<file path="src/hdl/icsa_pkg.sv">
// ----------------------------------------------------------------------------
// icsa_pkg
// Shared widths, coefficients, constants and the Q2.30 multiply helper.
// ----------------------------------------------------------------------------
package icsa_pkg;

  localparam int FRAC_BITS  = 16;
  localparam int INT_FRAC   = 30;
  localparam int X_W        = FRAC_BITS + 2;
  localparam int ANGLE_W    = FRAC_BITS + 3;
  localparam int ANG_EXT_W  = ANGLE_W + 2;
  localparam int SH         = INT_FRAC - FRAC_BITS;
  localparam int Y30_W      = INT_FRAC + 1;
  localparam int ACC_W      = INT_FRAC + 3;
  localparam int ROOT_W     = 2 * INT_FRAC + 2;
  localparam int ROOT_STEPS = INT_FRAC + 1;
  localparam int POLY_TERMS = 8;
  localparam int FINAL_LAT  = 3;
  localparam int PIPE_LAT   = 1 + ROOT_STEPS + FINAL_LAT;

  localparam logic signed [ACC_W-1:0] COEF [POLY_TERMS] = '{
    33'sd1686629690, -33'sd230423709, 33'sd95540460, -33'sd53874249,
    33'sd33169905, -33'sd18348235, 33'sd7161955, -33'sd1355589
  };

  localparam longint PI_Q30   = 64'sd3373259423;
  localparam longint HALF_Q30 = 64'sd1686629713;
  localparam longint PI_L     = (PI_Q30 + (64'sd1 <<< (SH - 1))) >>> SH;
  localparam longint HALF_L   = (HALF_Q30 + (64'sd1 <<< (SH - 1))) >>> SH;
  localparam logic signed [ANG_EXT_W-1:0] PI_A   = ANG_EXT_W'(PI_L);
  localparam logic signed [ANG_EXT_W-1:0] HALF_A = ANG_EXT_W'(HALF_L);

  typedef enum logic {
    ACT_ACOS = 1'b0,
    ACT_ASIN = 1'b1
  } icsa_act_t;

  typedef struct packed {
    logic      valid;
    icsa_act_t action;
    logic      neg;
    logic      oor;
  } icsa_sb_t;

  // q2.30 product, magnitude rounded half away from zero
  function automatic logic signed [ACC_W-1:0] mul_q30(
    input logic signed [ACC_W-1:0] a,
    input logic [Y30_W-1:0] b
  );
    logic [ACC_W-1:0] m;
    logic [ACC_W+Y30_W-1:0] p;
    logic [ACC_W-1:0] q;
    m = a[ACC_W-1] ? ACC_W'(-a) : ACC_W'(a);
    p = (ACC_W+Y30_W)'(m) * (ACC_W+Y30_W)'(b);
    p = p + ((ACC_W+Y30_W)'(1) << (INT_FRAC - 1));
    q = ACC_W'(p >> INT_FRAC);
    return a[ACC_W-1] ? -$signed(q) : $signed(q);
  endfunction

endpackage

</file>
<file path="src/hdl/icsa_root.sv">
// ----------------------------------------------------------------------------
// icsa_root
// Bit-by-bit integer square root, one result bit per stage, carrying the
// beat's valid bit and side information.
// ----------------------------------------------------------------------------
module icsa_root (
  input  logic                          clk,
  input  logic                          rst_n,
  input  icsa_pkg::icsa_sb_t            sb_in,
  input  logic [icsa_pkg::ROOT_W-1:0]   n_in,
  output icsa_pkg::icsa_sb_t            sb_out,
  output logic [icsa_pkg::Y30_W-1:0]    root_out
);
  import icsa_pkg::*;

  icsa_sb_t          sb_r  [ROOT_STEPS];
  logic [ROOT_W-1:0] n_r   [ROOT_STEPS];
  logic [ROOT_W-1:0] res_r [ROOT_STEPS];

  for (genvar k = 0; k < ROOT_STEPS; k++) begin : g_step
    localparam logic [ROOT_W-1:0] BIT = ROOT_W'(1) << (2 * (ROOT_STEPS - 1 - k));
    icsa_sb_t          sb_prev;
    logic [ROOT_W-1:0] n_prev, res_prev, sum, n_nxt, res_nxt;

    if (k == 0) begin : g_first
      assign sb_prev  = sb_in;
      assign n_prev   = n_in;
      assign res_prev = '0;
    end else begin : g_rest
      assign sb_prev  = sb_r[k-1];
      assign n_prev   = n_r[k-1];
      assign res_prev = res_r[k-1];
    end

    always_comb begin
      sum = res_prev + BIT;
      if (n_prev >= sum) begin
        n_nxt   = n_prev - sum;
        res_nxt = (res_prev >> 1) + BIT;
      end else begin
        n_nxt   = n_prev;
        res_nxt = res_prev >> 1;
      end
    end

    always_ff @(posedge clk) begin
      if (!rst_n) begin
        sb_r[k].valid <= 1'b0;
      end else begin
        sb_r[k].valid <= sb_prev.valid;
      end
      sb_r[k].action <= sb_prev.action;
      sb_r[k].neg    <= sb_prev.neg;
      sb_r[k].oor    <= sb_prev.oor;
      n_r[k]         <= n_nxt;
      res_r[k]       <= res_nxt;
    end
  end

  assign sb_out   = sb_r[ROOT_STEPS-1];
  assign root_out = res_r[ROOT_STEPS-1][Y30_W-1:0];
endmodule

</file>
<file path="config.mk">
export PLATFORM = sky130hd
export DESIGN_NAME = icsa_root
export DESIGN_NICKNAME = d
export VERILOG_FILES = /design/src/hdl/icsa_pkg.sv /design/src/hdl/icsa_root.sv
export SDC_FILE = /design/constraint.sdc
export NUM_CORES = 2
export LEC_CHECK = 0
export BUFFER_PORTS_ARGS = -buffer_cell sky130_fd_sc_hd__buf_2
export CORE_MARGIN = 5
export CORE_UTILIZATION = 30
export DETAILED_ROUTE_END_ITERATION = 12
export GPL_TIMING_DRIVEN = 0
export PLACE_DENSITY_LB_ADDON = 0.25
export SYNTH_ARGS = -nofsm -noshare
export SYNTH_HDL_FRONTEND = slang
export SYNTH_SLANG_ARGS = --single-unit
</file>
<file path="constraint.sdc">
create_clock -name clk -period 3.4 [get_ports clk]
set_input_delay 0.51 -clock clk [delete_from_list [all_inputs] [get_ports clk]]
set_output_delay 0.51 -clock clk [all_outputs]
set_load 0.1 [all_outputs]
</file>
==> flow_summary_export.csv <==
group,metric,value,unit
synth,yosysWarnings,0,
layout,layout-drive-gt1-share,0.145,
placed_design,port_buffers,102,
placed_design,gp_congestion,0.956,
setup_path,cp_top_family,"simple AND/OR/NAND/NOR gates",
grt,grt_first_pass_wirelength,413,mm
setup_path,crit_chain,"or4_4 > or3_4 > or4b_4 > a2111o_1 > nor3_4 > o21ai_4 > buf_12 > clkbuf_16 > buf_6 > mux2_4",
die,io_pins,103,
timing,setup_viol_count_final,36,
hold_path,hp-start,"rst_n",
grt,grt_max_degree,17,
timing,relSlewSlack,0.170,
synth,synth-seq-area-share,0.537,
status,outcome,"complete, but fails checks",
synth,yosysMostFrequentCell,"dfxtp_1",
route,wl,275,mm
timing,slew_viol_final,0,
clock_network,cts_htree_levels,5,
setup_path,worstPathRequired,4.14,ns
setup_path,slowest_delay,0.53,ns
route,drtAntennaViolNets,0,
die,die_w,565,um
layout,num-nets-final,10400,
layout,final_core_util,0.371,
setup_path,worstSetupStartpointType,"flop",
setup_path,criticalPathCategory,"reg2reg",
layout,stdcell_area,114000,sq um
clock_network,clockRootBuffer,"clkbuf_16",
layout,area_growth,22.8,%
clock_network,cts_tree,"done",
layout,fill_cells,30400,
clock_network,clk_pin_slew,0.06,ns
route,wl_per_cell,19.5,um
setup_path,worstPathMaxFanout,4,
synth,synth.distinct_cells,89,
grt,busiest_layer,"met2",
synth,synthCells,9206,
power_and_ir_drop,peakVddDrop,0.000485,V
route,num_vias,67800,
synth,syn_area,92500,sq um
placed_design,dp_slack,-2.84,ns
timing,max_clock_freq,282,MHz
timing,clock_skew,0.0797,ns
route,drt-pass1-iter-count,8,
synth,syn-num-nets,9799,
synth,synth_edf_count,0,
placed_design,post_dp_cell_area,98200,sq um
synth,synth.area.top_cells,"dfxtp_1 (54%), ha_1 (7.1%), xnor2_1 (4.5%)",
layout,multi_input_area,43000,sq um
timing,worstMarginPinSlew,1.23,ns
synth,yosys-top-cells-count,"dfxtp_1 (2480), inv_1 (644), nor2_1 (589)",
power_and_ir_drop,p_leak,0.0497,uW
die,start_util,0.302,
layout,regArea,49700,sq um
grt,first_global_vias,68800,
synth,synth-seq-cells,2480,
grt,use_met3,0.0206,
power_and_ir_drop,p_per_area,851,nW/um^2
placed_design,placed_cells,13400,
die,die_h,565,um
timing,fin_crit_sh,1.04,
timing,rsz0062_at_grt,"true",
setup_path,arrival,4.28,ns
setup_path,critPathBufInv,3,
grt,antenna_found_initial,9,
grt,gr-total-overflow,0,
clock_network,insertion_delay,0.91,ns
timing,setup_ws,-0.145,ns
route,via_per_inst,4.81,
die,core_area,306000,sq um
grt,use_met2,0.299,
setup_path,worstSetupStartpoint,"n_r[6][179]",
timing,min_period,3.55,ns
power_and_ir_drop,total_power,96700,uW
status,violations,"setup timing",
route,drc,0,
setup_path,r2r_start,"n_r[6][179]",
synth,ys.flop_type,"dfxtp_1",
synth,synth_top_area_share,0.537,
synth,avgSynthCellArea,10.0,sq um
clock_network,numCtsBuffers,275,
placed_design,dpl.hpwl,213,mm
grt,use_met1,0.195,
die,die_area,320000,sq um
setup_path,cp-end-kind,"flop",
layout,post_layout_nonfiller_instances,14100,
hold_path,holdCritPathClass,"in2reg",
die,fp-row-count,203,
synth,async_reset_ff_frac,0,
run,maxCapViolCount,0,
clock_network,clock-sinks,2480,
timing,hold_viol,0,
route,drt_iter0_drc,4209,
setup_path,critPathSlowestCell,"or4_4",
synth,synth_top_cell_by_area,"dfxtp_1",
grt,track_usage,0.165,
clock_network,clockBufferDepth,4,
## per-layer routing
metal | vias to the layer above | routed length (um)
met3 | 541 | 10500
met4 | 2 | 13700
met5 | - | 12
met2 | 1574 | 137000
li1 | 33300 | -
met1 | 32400 | 113000
## stage by stage
stage               hold WS (ns)  TNS, ns
CTS                       0.0990    -6.76
detailed placement         0.312  -531.56
floorplan                  0.310        0
global route               0.182    -7.12
global placement           0.310  -549.83
finish                     0.166    -2.25
## power by group
group	switching, uW	internal, uW
registers	6100	35500
clock network	12200	18400
logic	13800	10700
## tightest hold or removal path, cell delays in order
cell      delay (ns)
buf_2           0.12
clkbuf_1        0.16
and2_1          0.16
## worst paths after layout
kind / slack, ns / end / cells after the start
setup reg to reg: -0.15 / n_r[6][199] / 10
hold / removal: 0.17 / sb_r[0][55] / 3
hold reg to reg: 0.29 / n_r[0][141] / 0
setup / recovery: -0.15 / n_r[6][199] / 10
## sequential cells by signal (all words and copies together) (netlist names)
register  count
res_r       496
n_r        1860
sb_r        124
## logic make-up after synthesis
kind of cell | count (synthesis) | synth area share
muxes | 91 | 0.0110
buffers and inverters | 848 | 0.0347
xor gates and xnor gates | 830 | 0.0786
adders and majority gates | 525 | 0.0710
DFF | 2480 | 0.537
AOI/OAI and AO/OA | 1700 | 0.114
and+or+nand+nor | 2732 | 0.154
## timing repair
action / in CTS / in global routing
endpoints found under the setup margin: 756 / 561
hold buffers: 67 / 0
pin swaps: 93 / 126
buffers inserted: 73 / 88
gates cloned: 5 / 9
endpoints found under the hold margin: 67 / 0
gates resized for setup: 536 / 393
## final cells by class
class	count	area share
Clock inverter	108	0.0134
Buffer	137	0.00790
Tap cell	4100	0.0452
Clock buffer	379	0.0700
Multi-Input combinational cell	5880	0.379
Inverter	645	0.0213
Sequential cell	2480	0.438
Timing Repair Buffer	338	0.0249
Antenna cell	26	0.000573
## layout by cell type (no fill, tap or decap), types with 50 or more instances in the layout
master | Yosys | routed
a21oi_1 | 560 | 494
nand4_1 | 158 | 158
a21o_1 | 178 | 177
mux2_2 | 83 | 74
nor2_1 | 589 | 548
clkbuf_8 | 0 | 66
and2_1 | 69 | 67
clkbuf_16 | 0 | 289
nor3_1 | 231 | 201
xor2_1 | 356 | 354
nand2b_1 | 99 | 99
nor4_1 | 317 | 260
nand2_1 | 576 | 564
o21a_1 | 87 | 85
nand3_1 | 176 | 157
buf_2 | 8 | 109
a21oi_2 | 0 | 58
buf_4 | 4 | 128
o21ai_0 | 404 | 377
dfxtp_1 | 2480 | 2445
ha_1 | 525 | 468
or4_1 | 67 | 50
o21bai_1 | 60 | 57
or3_1 | 91 | 80
xnor2_1 | 474 | 450
nor2b_1 | 64 | 61
inv_1 | 644 | 642
clkbuf_1 | 179 | 105
dlygate4sd3_1 | 0 | 67
Note: power is estimated with default switching activity, not from simulation.
