==> config.mk <==
export PLATFORM = sky130hd
export DESIGN_NAME = icsa_final
export DESIGN_NICKNAME = d
export VERILOG_FILES = /design/src/hdl/icsa_pkg.sv /design/src/hdl/icsa_final.sv
export SDC_FILE = /design/constraint.sdc
export NUM_CORES = 2
export LEC_CHECK = 0
export BUFFER_PORTS_ARGS = -buffer_cell sky130_fd_sc_hd__buf_2
export CAP_MARGIN = 20
export CORE_MARGIN = 5
export CORE_UTILIZATION = 67
export DETAILED_ROUTE_END_ITERATION = 10
export PLACE_DENSITY = 0.94
export SETUP_SLACK_MARGIN = 0.1
export SYNTH_ARGS = -nofsm -noshare
export SYNTH_HDL_FRONTEND = slang
export SYNTH_SLANG_ARGS = --single-unit
==> constraint.sdc <==
create_clock -name clk -period 17.18 [get_ports clk]
set_input_delay 3.436 -clock clk [delete_from_list [all_inputs] [get_ports clk]]
set_output_delay 3.436 -clock clk [all_outputs]
set_load 0.1 [all_outputs]
==> src/hdl/icsa_pkg.sv <==
// ----------------------------------------------------------------------------
// icsa_pkg
// Shared widths, coefficients, constants and the Q2.30 multiply helper.
// ----------------------------------------------------------------------------
package icsa_pkg;

  localparam int FRAC_BITS  = 16;
  localparam int INT_FRAC   = 30;
  localparam int X_W        = FRAC_BITS + 2;
  localparam int ANGLE_W    = FRAC_BITS + 3;
  localparam int ANG_EXT_W  = ANGLE_W + 2;
  localparam int SH         = INT_FRAC - FRAC_BITS;
  localparam int Y30_W      = INT_FRAC + 1;
  localparam int ACC_W      = INT_FRAC + 3;
  localparam int ROOT_W     = 2 * INT_FRAC + 2;
  localparam int ROOT_STEPS = INT_FRAC + 1;
  localparam int POLY_TERMS = 8;
  localparam int FINAL_LAT  = 3;
  localparam int PIPE_LAT   = 1 + ROOT_STEPS + FINAL_LAT;

  localparam logic signed [ACC_W-1:0] COEF [POLY_TERMS] = '{
    33'sd1686629690, -33'sd230423709, 33'sd95540460, -33'sd53874249,
    33'sd33169905, -33'sd18348235, 33'sd7161955, -33'sd1355589
  };

  localparam longint PI_Q30   = 64'sd3373259423;
  localparam longint HALF_Q30 = 64'sd1686629713;
  localparam longint PI_L     = (PI_Q30 + (64'sd1 <<< (SH - 1))) >>> SH;
  localparam longint HALF_L   = (HALF_Q30 + (64'sd1 <<< (SH - 1))) >>> SH;
  localparam logic signed [ANG_EXT_W-1:0] PI_A   = ANG_EXT_W'(PI_L);
  localparam logic signed [ANG_EXT_W-1:0] HALF_A = ANG_EXT_W'(HALF_L);

  typedef enum logic {
    ACT_ACOS = 1'b0,
    ACT_ASIN = 1'b1
  } icsa_act_t;

  typedef struct packed {
    logic      valid;
    icsa_act_t action;
    logic      neg;
    logic      oor;
  } icsa_sb_t;

  // q2.30 product, magnitude rounded half away from zero
  function automatic logic signed [ACC_W-1:0] mul_q30(
    input logic signed [ACC_W-1:0] a,
    input logic [Y30_W-1:0] b
  );
    logic [ACC_W-1:0] m;
    logic [ACC_W+Y30_W-1:0] p;
    logic [ACC_W-1:0] q;
    m = a[ACC_W-1] ? ACC_W'(-a) : ACC_W'(a);
    p = (ACC_W+Y30_W)'(m) * (ACC_W+Y30_W)'(b);
    p = p + ((ACC_W+Y30_W)'(1) << (INT_FRAC - 1));
    q = ACC_W'(p >> INT_FRAC);
    return a[ACC_W-1] ? -$signed(q) : $signed(q);
  endfunction

endpackage

==> src/hdl/icsa_final.sv <==
// ----------------------------------------------------------------------------
// icsa_final
// Product of polynomial and root, rounding to the output format and
// quadrant / operation selection.
// ----------------------------------------------------------------------------
module icsa_final (
  input  logic                                  clk,
  input  logic                                  rst_n,
  input  icsa_pkg::icsa_sb_t                    sb_in,
  input  logic signed [icsa_pkg::ACC_W-1:0]     acc_in,
  input  logic [icsa_pkg::Y30_W-1:0]            root_in,
  output logic                                  valid_out,
  output logic [icsa_pkg::ANGLE_W-1:0]          angle_out,
  output logic                                  oor_out
);
  import icsa_pkg::*;

  function automatic logic signed [ANG_EXT_W-1:0] drop_round(
    input logic signed [ACC_W-1:0] v
  );
    logic [ACC_W-1:0] m;
    logic [ACC_W-1:0] q;
    m = v[ACC_W-1] ? ACC_W'(-v) : ACC_W'(v);
    q = (m + (ACC_W'(1) << (SH - 1))) >> SH;
    return v[ACC_W-1] ? -$signed(ANG_EXT_W'(q)) : $signed(ANG_EXT_W'(q));
  endfunction

  icsa_sb_t                   sba_r, sbb_r;
  logic signed [ACC_W-1:0]    prod_r;
  logic signed [ANG_EXT_W-1:0] q_r, res_nxt;
  logic                       valid_r, oor_r;
  logic [ANGLE_W-1:0]         angle_r;

  always_comb begin
    if (sbb_r.oor) begin
      res_nxt = (sbb_r.action == ACT_ASIN) ? HALF_A : '0;
    end else if (sbb_r.action == ACT_ACOS) begin
      res_nxt = sbb_r.neg ? PI_A - q_r : q_r;
    end else begin
      res_nxt = sbb_r.neg ? q_r - HALF_A : HALF_A - q_r;
    end
  end

  always_ff @(posedge clk) begin
    if (!rst_n) begin
      sba_r.valid <= 1'b0;
      sbb_r.valid <= 1'b0;
      valid_r     <= 1'b0;
    end else begin
      sba_r.valid <= sb_in.valid;
      sbb_r.valid <= sba_r.valid;
      valid_r     <= sbb_r.valid;
    end
    sba_r.action <= sb_in.action;
    sba_r.neg    <= sb_in.neg;
    sba_r.oor    <= sb_in.oor;
    sbb_r.action <= sba_r.action;
    sbb_r.neg    <= sba_r.neg;
    sbb_r.oor    <= sba_r.oor;
    prod_r       <= mul_q30(acc_in, root_in);
    q_r          <= drop_round(prod_r);
    angle_r      <= res_nxt[ANGLE_W-1:0];
    oor_r        <= sbb_r.oor;
  end

  assign valid_out = valid_r;
  assign angle_out = angle_r;
  assign oor_out   = oor_r;
endmodule

==> metrics.md <==
| Metric | Value |
|---|---|
| Status | finished clean |
| Setup slack after layout | 2.35 ns |
| Hold Path Stages | 0 |
| Critical path's largest stage delay | 0.78 ns |
| Worst path slowest cell | o311ai_0 |
| Die width | 253 um |
| Post-CTS setup repair buffer count | 0 |
| Share of cells above drive strength 1 | 4.60% |
| Final period util | 86.3% |
| Sequential area share after synthesis | 4.09% |
| Register-to-Register Path Depth | 15 |
| Synth unique cells | 89 |
| Non-Filler Instances | 5237 |
| Initial drt markers | 3556 |
| CP required | 17.40 ns |
| Root buf cell | clkbuf_16 |
| Worst Setup Start Kind | input port |
| Antenna Violating Nets Remaining | 0 |
| Io pins | 91 |
| Maximum clock rate | 0.0675 GHz |
| Cts hold-fix bufs | 0 |
| Worst-path maximum fanout | 23 |
| Crit Path Category | input port to flop |
| Placed cells | 5211 |
| Grt ovf | 0 |
| First-pass GRT wire length | 186000 um |
| Vias per std cell | 6.23 |
| Worst min path class | flop to flop |
| Mapped Cells | 4572 |
| Setup violators final | 0 |
| Synthesized cell area | 39600 um^2 |
| Dpl hpwl | 87600 um |
| Max cap viols | 0 |
| Post-Place Setup Slack | 2.33 ns |
| H-tree depth | 3 |
| Synth async-reset ratio | 0% |
| Vias in the first global route | 36200 |
| CTS tree | done |
| CTS sink cnt | 81 |
| Wirelength per Cell | 22.0 um |
| Post-synthesis net count | 5821 |
| Die Y-Extent | 253 um |
| Detailed Routing Iterations Pass 1 | 11 |
| Top Family by Delay on Critical Path | adder cells |
| Clock slew at reported path FFs | 0.06 ns |
| Final hold violations | 0 |
| Number of enable flip-flop cells after synthesis | 0 |
| Final max-slew violation count | 0 |
| Final Skew | 0.00615 ns |
| Synth warn | 0 |
| Clk_lat worst skew | 0.34 ns |
| Flop and latch count out of synthesis | 81 |
| Buf+Inv Stages, Crit Path | 6 |
| Synth area leaders | fa_1 45%, inv_1 9.5%, and2_1 9.1%, ha_1 9.0%, nand2_1 5.7% |
| R2R setup slack | 12.28 ns |
| Largest net degree at the start of global routing | 66 |
| Top_reg_cell synth | dfxtp_1 |
| Post-route core utilization | 69.6% |
| Syn_area_per_cell | 8.66 um^2 |
| Antenna violations before repair | 7 |
| Slew @ Worst Pin | 1.27 ns |
| Starting Density | 67.4% |
| Clk buf depth | 2 |
| Rel. slew slack | 15.3% |
| Crit end category | flop |
| Minimum clock period | 14.83 ns |
| Routability congestion estimate | 1.01 |
| Via count | 32600 |
| FILL cells | 3989 |
| Post_cts resized | 0 |
| Die area | 64100 um^2 |
| Post-synthesis cell type with the largest combined area | fa_1 |
| Core area | 58800 um^2 |
| # rows | 89 |
| CP Depth | 34 |
| Total GRT Usage | 36.7% |
| Fin nets | 5700 |
| RSZ-0062 raised after global routing | no |
| Top cell type's share of synthesized area | 45.2% |
| CTS buffer count | 9 |
| Layout area overhead | 3.33% |
| DRC | 0 |
| Setup TNS | 0 ns |
| Crit-path most repeated cell | fa_1 |
| Crit path arrival time | 15.04 ns |
| WL final | 115000 um |
| IO Port Bufs | 90 |
worst paths after layout:
kind	startpoint	to
hold / removal	sba_r[0]	sbb_r[0]
setup / recovery	acc_in[7]	prod_r[28]
hold reg to reg	sba_r[0]	sbb_r[0]
setup reg to reg	prod_r[7]	q_r[14]
cells in the final DEF, fill, tap and decap left out, drive strengths merged, types with 7 or more instances in the layout:
master | synthesis | routed
clkbuf | 242 | 11
xor2 | 43 | 43
nand3 | 28 | 28
nor4 | 23 | 23
o21a | 11 | 11
nor4b | 8 | 8
buf | 15 | 125
o21ai | 103 | 103
a211o | 9 | 9
dfxtp | 81 | 81
and2 | 575 | 575
and3 | 13 | 13
a21oi | 97 | 97
nand2b | 21 | 21
fa | 895 | 895
or4 | 7 | 7
o31ai | 20 | 20
or2 | 10 | 10
nor3 | 35 | 35
diode | 0 | 8
nand3b | 7 | 7
nor2 | 90 | 90
o22ai | 9 | 9
nand2 | 603 | 603
a22oi | 7 | 7
a211oi | 20 | 20
a2111oi | 9 | 9
xnor2 | 99 | 99
and4 | 8 | 8
nand4 | 32 | 32
o41ai | 9 | 9
or3 | 18 | 18
a31oi | 14 | 14
o211ai | 16 | 16
inv | 999 | 1000
mux2i | 15 | 15
a21o | 19 | 19
ha | 284 | 284
synthesized netlist by cell type (7+ instances only):
master and number:
nand2b_1 21, nor2_1 90, or2_2 7, a31oi_1 13, and4_1 8, clkbuf_1 241, mux2i_1 15, and2_1 573
xnor2_1 99, a211oi_1 20, a21oi_1 97, dfxtp_1 81, nand2_1 603, or3_1 18, nor3_1 30, o31ai_1 20
nor4_1 19, and3_1 13, ha_1 284, nand3b_1 7, nand3_1 28, fa_1 895, a2111oi_0 7, o211ai_1 16
o21ai_0 99, o21a_1 11, o22ai_1 9, xor2_1 43, or4_1 7, inv_1 999, o41ai_1 8, a21o_1 19
a211o_1 9, buf_2 9, nand4_1 32
area by class of cell:
class	count	area, um^2	share of cell area (%)
antenna	8	20.0	0.0489
inverter	1001	3760	9.18
multi-input combinational	3233	33500	81.9
clock inverter	5	38.8	0.0948
tap	773	967	2.36
sequential	81	1620	3.96
timing repair buffer	125	746	1.82
clock buffer	11	253	0.618
sequential cells by signal, indices dropped and copies added, names as in the netlist:
register   cells
angle_out     19
oor_out        1
prod_r        33
q_r           19
sba_r          4
sbb_r          4
valid_out      1
per-stage QoR:
step	hold WS [ns]	area (um^2)
after global routing	0.341	40900
after global placement	0.312	40600
final	0.333	40900
after floorplan	0.310	39600
after CTS	0.338	40900
after detailed placement	0.319	40600
routing by layer:
layer / wire [um] / track usage, % / vias up
li1: - / - / 13500
met1: 37400 / 43.1 / 15800
met2: 52600 / 59.4 / 2542
met3: 16600 / 13.3 / 828
met4: 8590 / 19.0 / 2
met5: 73 / 0.827 / -
cell families (layout without fill, tap and decap cells):
group | after synthesis | after routing | synth area share (%)
adders and majority gates | 1179 | 1179 | 54.2
buffers and inverters | 1258 | 1142 | 12.0
and+or+nand+nor | 1497 | 1497 | 19.5
other | 0 | 8 | 0
xor gates and xnor gates | 144 | 144 | 3.25
DFF | 81 | 81 | 4.09
muxes | 19 | 19 | 0.493
AOI/OAI and AO/OA | 394 | 394 | 6.48
Power is not shown: default switching activity piles up to over one toggle a cycle in this logic, so the estimate is an artifact.
